===== src/rtl/core/oas_pkg.sv =====
package oas_pkg;

	localparam int MAX_SIZE_DEF  = 16;
	localparam int COST_BITS_DEF = 24;
	localparam int SIZE_W        = 5;
	localparam int FIELD_W       = 4;
	localparam int DATA_W        = 32;
	localparam int ADDR_W        = 3;

	localparam logic [SIZE_W-1:0] SIZE_RESET = 5'd16;
	localparam logic              REG_MATRIX_SIZE = 1'b0;

	typedef struct packed {
		logic idle;
		logic solve_init;
		logic pass_init;
		logic phase_start;
		logic scan;
		logic update;
		logic aug_link;
		logic aug_move;
		logic build;
		logic emit;
	} oas_cmd_t;

	typedef struct packed {
		logic go;
		logic j_last;
		logic owner_zero;
		logic prev_zero;
		logic rows_done;
		logic emit_done;
	} oas_sts_t;

endpackage


===== src/rtl/core/oas_ctrl.sv =====
module oas_ctrl import oas_pkg::*; (
	input  logic     clk,
	input  logic     arst_n,
	input  oas_sts_t sts,
	output oas_cmd_t cmd
);

	typedef enum logic [11:0] {
		S_IDLE        = 12'b000000000001,
		S_SOLVE_INIT  = 12'b000000000010,
		S_PASS_INIT   = 12'b000000000100,
		S_PHASE_START = 12'b000000001000,
		S_SCAN        = 12'b000000010000,
		S_DRAIN       = 12'b000000100000,
		S_UPDATE      = 12'b000001000000,
		S_CHECK       = 12'b000010000000,
		S_AUG_LINK    = 12'b000100000000,
		S_AUG_MOVE    = 12'b001000000000,
		S_BUILD       = 12'b010000000000,
		S_EMIT        = 12'b100000000000
	} state_t;

	state_t state_q, state_d;

	always_comb begin
		state_d = state_q;
		cmd     = '0;
		unique case (state_q)
			S_IDLE: begin
				cmd.idle = 1'b1;
				if (sts.go) state_d = S_SOLVE_INIT;
			end
			S_SOLVE_INIT: begin
				cmd.solve_init = 1'b1;
				state_d = S_PASS_INIT;
			end
			S_PASS_INIT: begin
				cmd.pass_init = 1'b1;
				state_d = S_PHASE_START;
			end
			S_PHASE_START: begin
				cmd.phase_start = 1'b1;
				state_d = S_SCAN;
			end
			S_SCAN: begin
				cmd.scan = 1'b1;
				if (sts.j_last) state_d = S_DRAIN;
			end
			S_DRAIN: begin
				state_d = S_UPDATE;
			end
			S_UPDATE: begin
				cmd.update = 1'b1;
				state_d = S_CHECK;
			end
			S_CHECK: begin
				state_d = sts.owner_zero ? S_AUG_LINK : S_PHASE_START;
			end
			S_AUG_LINK: begin
				cmd.aug_link = 1'b1;
				state_d = S_AUG_MOVE;
			end
			S_AUG_MOVE: begin
				cmd.aug_move = 1'b1;
				if (sts.prev_zero) state_d = sts.rows_done ? S_BUILD : S_PASS_INIT;
				else state_d = S_AUG_LINK;
			end
			S_BUILD: begin
				cmd.build = 1'b1;
				if (sts.j_last) state_d = S_EMIT;
			end
			S_EMIT: begin
				cmd.emit = 1'b1;
				if (sts.emit_done) state_d = S_IDLE;
			end
			default: state_d = S_IDLE;
		endcase
	end

	always_ff @(posedge clk or negedge arst_n) begin
		if (!arst_n) begin
			state_q <= S_IDLE;
		end else begin
			state_q <= state_d;
		end
	end

	assert property (@(posedge clk) disable iff (!arst_n)
		(state_q == S_IDLE && sts.go) |=> state_q == S_SOLVE_INIT)
		else $error("solve did not start after the last entry");
	assert property (@(posedge clk) disable iff (!arst_n)
		(state_q == S_SCAN && sts.j_last) |=> state_q == S_DRAIN)
		else $error("scan did not drain");
	assert property (@(posedge clk) disable iff (!arst_n)
		(state_q == S_EMIT && sts.emit_done) |=> cmd.idle)
		else $error("emit did not return to idle");

endmodule


===== config.mk =====
export PLATFORM = sky130hd
export DESIGN_NAME = oas_ctrl
export DESIGN_NICKNAME = d
export VERILOG_FILES = /design/src/rtl/core/oas_pkg.sv /design/src/rtl/core/oas_ctrl.sv
export SDC_FILE = /design/constraint.sdc
export NUM_CORES = 1
export LEC_CHECK = 0
export BUFFER_PORTS_ARGS = -buffer_cell sky130_fd_sc_hd__buf_2
export CAP_MARGIN = 40
export CORE_MARGIN = 2
export CORE_UTILIZATION = 40
export CTS_CLUSTER_DIAMETER = 40
export CTS_CLUSTER_SIZE = 30
export DETAILED_ROUTE_END_ITERATION = 10
export MAX_ROUTING_LAYER = met4
export SLEW_MARGIN = 20
export SYNTH_ARGS = -nofsm -noshare
export SYNTH_HDL_FRONTEND = slang
export SYNTH_SLANG_ARGS = --single-unit

===== constraint.sdc =====
create_clock -name clk -period 1.7 [get_ports clk]
set_input_delay 0.17 -clock clk [delete_from_list [all_inputs] [get_ports clk]]
set_output_delay 0.17 -clock clk [all_outputs]
set_load 0.01 [all_outputs]

==> flow_metrics.env, run 1 <==
export IMPL_cts_tree="yes"
export IMPL_grt_max_degree=13
export IMPL_start_util=0.429
export IMPL_rows=15
export IMPL_top_register="state_q"
export IMPL_ys_top_cells_by_area="dfrtp_1 37%, nor4_4 8.5%, nor4_1 4.2%, dfstp_2 3.5%, nand2b_1 3.3%"
export IMPL_io_pins=18
export IMPL_seq_area_frac_synth=0.403
export IMPL_status="finished, violations left"
export IMPL_clock_sinks=12
export IMPL_clkTransAtPathRegs_ps=90
export IMPL_path_class="reg -> out"
export IMPL_reg_top3="state_q: 12 flops"
export IMPL_reg2reg_slack_ps=-160
export IMPL_clock_root_buffer="clkbuf_4"
export IMPL_wl_per_cell_microns=16.4
export IMPL_drc=0
export IMPL_relSlewSlack=0.769
export IMPL_synth_top_area_share=0.368
export IMPL_layout_common_cells="32 x buf_4, 13 x buf_2, 10 x dfrtp_1, 7 x buf_6, 6 x nor4_4"
export IMPL_dp_worst_setup_slack_ps=-0.746
export IMPL_netlist_area_sq_um=748
export IMPL_avgSynthCellArea_sq_um=9.59
export IMPL_finalCriticalPeriod_ps=1920
export IMPL_clockBufferDepth=2
export IMPL_overflow=0
export IMPL_fin_crit_sh=1.13
export IMPL_h_tree_depth=1
export IMPL_synth_nets=86
export IMPL_final_common_cell="buf_4"
export IMPL_core_area_sq_um=1750
export IMPL_antenna_found_initial=0
export IMPL_synth_seq_cells=12
export IMPL_postSynthCellCount=78
export IMPL_hold_viol=0
export IMPL_setup_violations_final=15
export IMPL_ir_worst_vdd_v=0.000663
export IMPL_hpwl_microns=1460
export IMPL_synth_ff_type="dfrtp_1"
export IMPL_yosysTopAreaCell="dfrtp_1"
export IMPL_die_x_microns=47.3
export IMPL_clk_latency_ps=290
export IMPL_die_area_sq_um=2230
export IMPL_grt_pass1_wl_microns=3550
export IMPL_drt_iter0_drc=15
export IMPL_required_ps=1530
export IMPL_synth_edf_count=0
export IMPL_fmaxAchievable_mhz=520
export IMPL_grt_pass1_vias=812
export IMPL_grtUsageTotal=0.243
export IMPL_largest_register_ffs=12
export IMPL_dr_total_vias=892
export IMPL_worst_slew_pin_transition_ps=346
export IMPL_n_antenna_cell=0
export IMPL_hp_class="in -> reg"
export IMPL_power_per_cell_area_nw_per_um2=1170
export IMPL_portBuffers=17
export IMPL_drv_cap=0
export IMPL_n_fill_cell=117
export IMPL_avgViaCountPerCell=5.65
export IMPL_detail_route_antenna_nets=0
export IMPL_cp_data_arrival_time_ps=1750
export IMPL_rsz0062_at_grt="yes"
export IMPL_p_leak_nw=0.642
export IMPL_crit_path_max_fanout=4
export IMPL_ys_types=32
export IMPL_final_area_sq_um=1340
export IMPL_final_max_slew_viol_count=0
export IMPL_fin_skew_ps=7.78
export IMPL_dr_pass1_iters=4
export IMPL_cts_buffers=3
export IMPL_drive_gt1_frac=0.624
export IMPL_globalplace_congestion=0.853
export IMPL_synthArstFlopShare=1.00
export IMPL_cp_end_kind="output pin"
export IMPL_die_y_microns=47.3
export IMPL_drt_total_wl_microns=2590
export IMPL_ys_warn_count=0
export IMPL_nets=142
export IMPL_worst_slack_ps=-224
export IMPL_violations="negative setup slack"
export IMPL_cp_start_kind="flip-flop"
export IMPL_placed_area_sq_um=965
export IMPL_area_delta_synth_final_pct=78.4
==> synthesized netlist by cell type, drive strengths merged (2+ instances only) <==
cell,instances
nor4b,2
dfrtp,11
nor4,8
nor2b,3
nand2,6
nand4,4
a21oi,2
nor3,3
nand2b,4
o22ai,2
or3,2
buf,2
and3b,2
o32ai,2
o21bai,2
nor2,5
inv,5
o21ai,2
==> stage by stage <==
stage / power, mW / hold WS (ps) / TNS, ps / instances / util
CTS: 1.32 / 49.1 / -1180 / 150 / 0.683
global route: 1.65 / 57.8 / -2990 / 158 / 0.765
global placement: 0.879 / 65.7 / 0 / 133 / 0.553
finish: 1.57 / 58.8 / -1700 / 158 / 0.765
detailed placement: 0.889 / 70.4 / -0.746 / 133 / 0.553
floorplan: 0.707 / -126 / 0 / 78 / -
==> worst paths after layout <==
check	end	start	cells after the start
setup / recovery	cmd[1]	state_q[0]	6
hold / removal	state_q[0]	sts[5]	2
setup reg to reg	state_q[0]	state_q[0]	8
hold reg to reg	state_q[6]	state_q[6]	2
max in group asynchronous	state_q[0]	arst_n	2
min in group asynchronous	state_q[9]	arst_n	2
==> worst max-delay path: stages, from the launching register on <==
cell and delay, ps:
dfstp_2 400, nor4_4 370, buf_4 210, nand4_1 150
buf_4 190, inv_2 50, buf_6 90
==> routing by layer <==
layer	up-vias	share of wire	track usage
li1	407	-	-
met1	452	0.39	0.295
met2	24	0.54	0.368
met3	9	0.034	0.0423
met4	0	0.034	0.156
met5	-	0	-
==> cell families after synthesis <==
group,Yosys count,share of synthesized area
buffers and inverters,7,0.0418
AO/OA/AOI/OAI,14,0.132
AND/OR/NAND/NOR,43,0.400
flip-flops,12,0.403
XOR/XNOR,2,0.0234
==> timing repair <==
item	in CTS	in global routing
hold buffers	1	0
setup buffers	12	8
cloned	0	0
pin swaps	8	15
endpoints found under the setup margin	12	17
hold endpoints to repair	11	0
gates resized for setup	21	15
==> layout make-up <==
cell class	instances	area (sq um)	share of cell area
multi-input combinational	59	552	0.413
inverter	5	18.8	0.0141
tap	25	31.3	0.0234
sequential	12	303	0.227
timing repair buffer	53	394	0.295
clock buffer	4	36.3	0.0272
==> power breakdown <==
group          switching, mW  leakage [nW]  internal (mW)  total (mW)
logic                  0.445         0.460          0.499       0.945
clock network          0.109        0.0210          0.131       0.240
registers             0.0457         0.161          0.336       0.381
Power figures use the tool's default switching activity.
==> run 2: changes to the inputs <==
--- a/config.mk
+++ b/config.mk
@@ -10,3 +10,3 @@
 export CORE_MARGIN = 2
-export CORE_UTILIZATION = 40
+export CORE_UTILIZATION = 25
 export CTS_CLUSTER_DIAMETER = 40
@@ -14,3 +14,2 @@
 export DETAILED_ROUTE_END_ITERATION = 10
-export MAX_ROUTING_LAYER = met4
 export SLEW_MARGIN = 20
==> constraint.sdc (replaced) <==
create_clock -name clk -period 1.7 [get_ports clk]
set_input_delay 0.085 -clock clk [delete_from_list [all_inputs] [get_ports clk]]
set_output_delay 0.085 -clock clk [all_outputs]
set_load 0.01 [all_outputs]
==> run 2 against run 1 <==
Against the previous run:
- the flow finishes with violations (negative hold slack, negative setup slack)
- clock-buffer cell count unchanged
- core utilization shrank 28 points
- clock power increased by 5%
- cell count rose by 3.8%
- worst hold slack got worse by 67 ps
- sequential share of layout area fell by 0.52 points
- non-clock buffer count unchanged
- maximum frequency is 2.2% higher
- critical path type unchanged
- largest cell class unchanged
- largest power group unchanged
- highest routed layer unchanged
==> flow_metrics.env, run 2 (same netlist as run 1, synthesis figures left out) <==
export IMPL_fin_util=0.487
export IMPL_cp_slowest_stage_delay_ps=450
export IMPL_grt_max_degree=13
export IMPL_dr_total_vias=845
export IMPL_drv_cap=0
export IMPL_crit_path_max_fanout=4
export IMPL_detail_route_antenna_nets=0
export IMPL_crit_end="cmd[6]"
export IMPL_globalplace_congestion=0.848
export IMPL_hold_ws_ps=-8.63
export IMPL_path_delay_family="simple AND/OR/NAND/NOR gates"
export IMPL_io_pins=18
export IMPL_avgViaCountPerCell=5.15
export IMPL_final_max_slew_viol_count=0
export IMPL_start_util=0.267
export IMPL_grtUsageTotal=0.137
export IMPL_r2r_start="state_q[11]"
export IMPL_worst_slack_ps=-183
export IMPL_overflow=0
export IMPL_hp_class="in -> reg"
export IMPL_area_delta_synth_final_pct=82.6
export IMPL_drt_iter0_drc=15
export IMPL_nets=142
export IMPL_cp_start_kind="flip-flop"
export IMPL_drive_gt1_frac=0.602
export IMPL_violations="negative hold slack, negative setup slack"
export IMPL_cts_tree="yes"
export IMPL_die_area_sq_um=3450
export IMPL_ir_worst_vdd_v=0.000822
export IMPL_largest_register_ffs=12
export IMPL_dr_pass1_iters=4
export IMPL_wl_per_cell_microns=14.9
export IMPL_top_register="state_q"
export IMPL_reg_top3="state_q: 12 flops"
export IMPL_h_tree_depth=1
export IMPL_drc=0
export IMPL_multi_input_area_sq_um=554
export IMPL_status="finished, violations left"
export IMPL_cp_common_cell="nor4_4"
export IMPL_grt_pass1_wl_microns=3530
export IMPL_rsz0062_at_grt="yes"
export IMPL_n_antenna_cell=0
export IMPL_core_area_sq_um=2810
export IMPL_reg2reg_slack_ps=-10
export IMPL_clockBufferDepth=2
export IMPL_finalCriticalPeriod_ps=1880
export IMPL_path_class="reg -> out"
export IMPL_critPathBufInv=2
export IMPL_path_cells="nor4_4, buf_4, nand2_4, nor4_4, buf_2"
export IMPL_drt_total_wl_microns=2450
export IMPL_antenna_found_initial=0
export IMPL_crit_cells=5
export IMPL_cts_buffers=3
export IMPL_hpwl_microns=1570
export IMPL_die_y_microns=58.7
export IMPL_clk_latency_ps=300
export IMPL_n_fill_cell=255
export IMPL_clock_sinks=12
export IMPL_reg2reg_to="state_q[4]"
export IMPL_rows=19
export IMPL_fmaxAchievable_mhz=531
export IMPL_relSlewSlack=0.733
export IMPL_fin_crit_sh=1.11
export IMPL_fin_skew_ps=5.59
export IMPL_grt_pass1_vias=807
export IMPL_portBuffers=17
export IMPL_seqCellArea_sq_um=303
export IMPL_clkTransAtPathRegs_ps=90
export IMPL_worst_slew_pin_transition_ps=400
export IMPL_final_common_cell="buf_4"
export IMPL_reg2regPathDepth=7
export IMPL_clock_root_buffer="clkbuf_4"
export IMPL_cp_end_kind="output pin"
export IMPL_required_ps=1620
export IMPL_power_per_cell_area_nw_per_um2=1160
export IMPL_layout_common_cells="29 x buf_4, 11 x buf_2, 10 x buf_6, 10 x dfrtp_1, 5 x nor4_4"
export IMPL_die_x_microns=58.7
export IMPL_setup_violations_final=12
export IMPL_p_leak_nw=0.644
export IMPL_crit_slowest_cell="dfrtp_2"
export IMPL_hold_viol=1
export IMPL_cp_data_arrival_time_ps=1800
export IMPL_crit_start="state_q[11]"
[run 2: power breakdown]
group	switching, mW	internal [mW]
Combinational	0.432	0.517
Sequential	0.0540	0.335
Clock	0.120	0.131
Total	0.606	0.982
[run 2: per-layer routing]
metal | global-route usage | share of wire | wire, microns
met5 | 0 | 0 | 0
met3 | 0.0198 | 0.035 | 85
met2 | 0.241 | 0.51 | 1260
met1 | 0.172 | 0.44 | 1070
met4 | 0.0487 | 0.013 | 31
[run 2: timing repair]
item,in CTS,in global routing
pin swaps,4,13
hold endpoints to repair,13,1
hold buffers,2,1
setup buffers,6,12
endpoints found under the setup margin,8,17
gates resized for setup,13,27
[run 2: through the flow]
| stage | total power, mW | cell area [sq um] | TNS [ps] | setup slack (ps) | cells |
|---|---|---|---|---|---|
| floorplan | 0.707 | 748 | 0 | 44.4 | 78 |
| global placement | 0.902 | 980 | -17.1 | -17.1 | 140 |
| detailed placement | 0.913 | 980 | 0 | 1.05 | 140 |
| CTS | 1.23 | 1140 | -597 | -122 | 152 |
| global route | 1.67 | 1370 | -2520 | -258 | 164 |
| finish | 1.59 | 1370 | -1360 | -183 | 164 |
[run 2: worst min-delay path by stage]
stage,startpoint,to,cells after the start
2_1_floorplan,arst_n,state_q[10],0
3_3_place_gp,arst_n,state_q[8],1
3_5_place_dp,arst_n,state_q[8],1
4_1_cts,sts[1],state_q[2],2
5_1_grt,sts[0],state_q[11],2
6_report,sts[0],state_q[11],2
[run 2: layout make-up]
type | instances | area share
Clock buffer | 4 | 0.0266
Tap cell | 31 | 0.0284
Multi-Input combinational cell | 59 | 0.406
Sequential cell | 12 | 0.222
Timing Repair Buffer | 53 | 0.304
Inverter | 5 | 0.0137
==> run 3: changes to the inputs <==
Settings changed: CELL_PAD_IN_SITES_DETAIL_PLACEMENT set to 0, CELL_PAD_IN_SITES_GLOBAL_PLACEMENT set to 1, PLACE_DENSITY_LB_ADDON set to 0.1.
==> run 3 against run 2 <==
Against the previous run:
- the run ends with negative setup slack left
- sequential power about the same
- combinational power rose by 8%
- sequential share of layout area is 0.27 points higher
- die area unchanged
- final area down 1.2%
==> flow_metrics.env, run 3 (same netlist as run 1, synthesis figures left out) <==
export IMPL_total_power_mw=1.60
export IMPL_cp_common_cell="buf_6"
export IMPL_grt_pass1_vias=802
export IMPL_multi_input_area_sq_um=546
export IMPL_start_util=0.267
export IMPL_clock_sinks=12
export IMPL_cp_end_kind="output pin"
export IMPL_portBuffers=17
export IMPL_grtUsageTotal=0.148
export IMPL_clkTransAtPathRegs_ps=90
export IMPL_detail_route_antenna_nets=0
export IMPL_final_common_cell="buf_4"
export IMPL_crit_slowest_cell="dfrtp_1"
export IMPL_placedCellCount=141
export IMPL_area_delta_synth_final_pct=80.4
export IMPL_power_per_cell_area_nw_per_um2=1190
export IMPL_rows=19
export IMPL_rsz0062_at_grt="yes"
export IMPL_largest_register_ffs=12
export IMPL_io_pins=18
export IMPL_dr_pass1_iters=4
export IMPL_worst_slew_pin_transition_ps=392
export IMPL_layout_common_cells="27 x buf_4, 12 x buf_2, 12 x buf_6, 10 x dfrtp_1, 5 x nor4_4"
export IMPL_n_fill_cell=288
export IMPL_clock_root_buffer="clkbuf_4"
export IMPL_seqCellArea_sq_um=303
export IMPL_final_cells=164
export IMPL_die_area_sq_um=3450
export IMPL_drt_iter0_drc=21
export IMPL_path_cells="nor4_4, buf_4, buf_6, nand3_4, buf_6, inv_2, buf_6"
export IMPL_top_register="state_q"
export IMPL_crit_path_max_fanout=3
export IMPL_hold_ws_ps=23.1
export IMPL_drc=0
export IMPL_cp_start_kind="flip-flop"
export IMPL_cp_data_arrival_time_ps=1690
export IMPL_crit_end="cmd[9]"
export IMPL_fin_skew_ps=9.46
export IMPL_drive_gt1_frac=0.609
export IMPL_hp_class="in -> reg"
export IMPL_p_leak_nw=0.631
export IMPL_nets=142
export IMPL_antenna_found_initial=0
export IMPL_globalplace_congestion=0.800
export IMPL_cp_slowest_stage_delay_ps=430
export IMPL_hold_viol=0
export IMPL_reg2reg_to="state_q[11]"
export IMPL_avgViaCountPerCell=4.89
export IMPL_overflow=0
export IMPL_fmaxAchievable_mhz=565
export IMPL_die_x_microns=58.7
export IMPL_finalCriticalPeriod_ps=1770
export IMPL_worst_slack_ps=-70.7
export IMPL_crit_start="state_q[9]"
export IMPL_status="finished, violations left"
export IMPL_relSlewSlack=0.738
export IMPL_path_class="reg -> out"
export IMPL_wl_per_cell_microns=14.4
export IMPL_reg2reg_slack_ps=-50
export IMPL_final_max_slew_viol_count=0
export IMPL_die_y_microns=58.7
export IMPL_reg2regPathDepth=8
export IMPL_fin_crit_sh=1.04
export IMPL_cts_buffers=3
export IMPL_violations="negative setup slack"
export IMPL_cts_tree="yes"
export IMPL_grt_pass1_wl_microns=3810
export IMPL_core_area_sq_um=2810
export IMPL_hpwl_microns=1650
export IMPL_h_tree_depth=1
export IMPL_setup_violations_final=14
export IMPL_ir_worst_vdd_v=0.000802
export IMPL_drv_cap=0
export IMPL_r2r_start="state_q[9]"
export IMPL_reg_top3="state_q: 12 flops"
export IMPL_drt_total_wl_microns=2360
export IMPL_clk_latency_ps=280
export IMPL_grt_max_degree=13
export IMPL_required_ps=1620
export IMPL_clockBufferDepth=2
export IMPL_n_antenna_cell=0
export IMPL_dr_total_vias=802
## run 3: changes by cell type in the layout (fill, tap and decap cells not counted), sizes merged
| cell | previous run | this run |
|---|---|---|
| dlygate4sd3 | 3 | 2 |
| buf | 50 | 51 |
## run 3: area by class of cell
type / count / area share
timing repair buffer: 53 / 0.310
clock buffer: 4 / 0.0195
sequential: 12 / 0.224
multi-input combinational: 59 / 0.404
tap: 31 / 0.0287
inverter: 5 / 0.0139
## run 3: layer usage
| metal | global-route usage | wire, microns |
|---|---|---|
| met1 | 0.207 | 1120 |
| met4 | 0.0195 | 19 |
| met3 | 0.0484 | 94 |
| met2 | 0.231 | 1120 |
| met5 | 0 | 0 |
## run 3: worst max-delay path: cells and delay by family (launching register included)
kind,cells,cell delay (ps)
AND/OR/NAND/NOR,2,420
flip-flops,1,430
buffers and inverters,5,560
## run 3: repair_timing
action                                 in CTS  in global routing
buffers inserted                           14                  3
setup endpoints to repair                  13                 19
gates resized for setup                    25                 16
pin swaps                                  14                  9
hold buffers                                2                  0
endpoints found under the hold margin      13                  0
## run 3: metrics by stage
step	utilization	instance area (sq um)	setup TNS, ps	worst slack (ps)
floorplan	-	748	0	44.4
global placement	0.352	987	-242	-133
detailed placement	0.352	987	-48.4	-26.7
CTS	0.449	1260	-895	-151
global route	0.481	1350	-1680	-140
finish	0.481	1350	-497	-70.7
## run 3: worst min-delay path by stage
stage / end / slack [ps] / cells after the start / startpoint
floorplan: state_q[10] / -210 / 0 / arst_n
global placement: state_q[9] / -9 / 1 / arst_n
detailed placement: state_q[9] / -5 / 1 / arst_n
CTS: state_q[11] / 20 / 2 / sts[0]
global route: state_q[11] / 7 / 2 / sts[0]
finish: state_q[2] / 20 / 2 / sts[1]
## run 3: where the power goes
part / internal, mW / leakage, nW / switching (mW) / total [mW]
combinational: 0.580 / 0.455 / 0.441 / 1.02
sequential: 0.335 / 0.161 / 0.0519 / 0.386
clock: 0.0911 / 0.0150 / 0.104 / 0.195
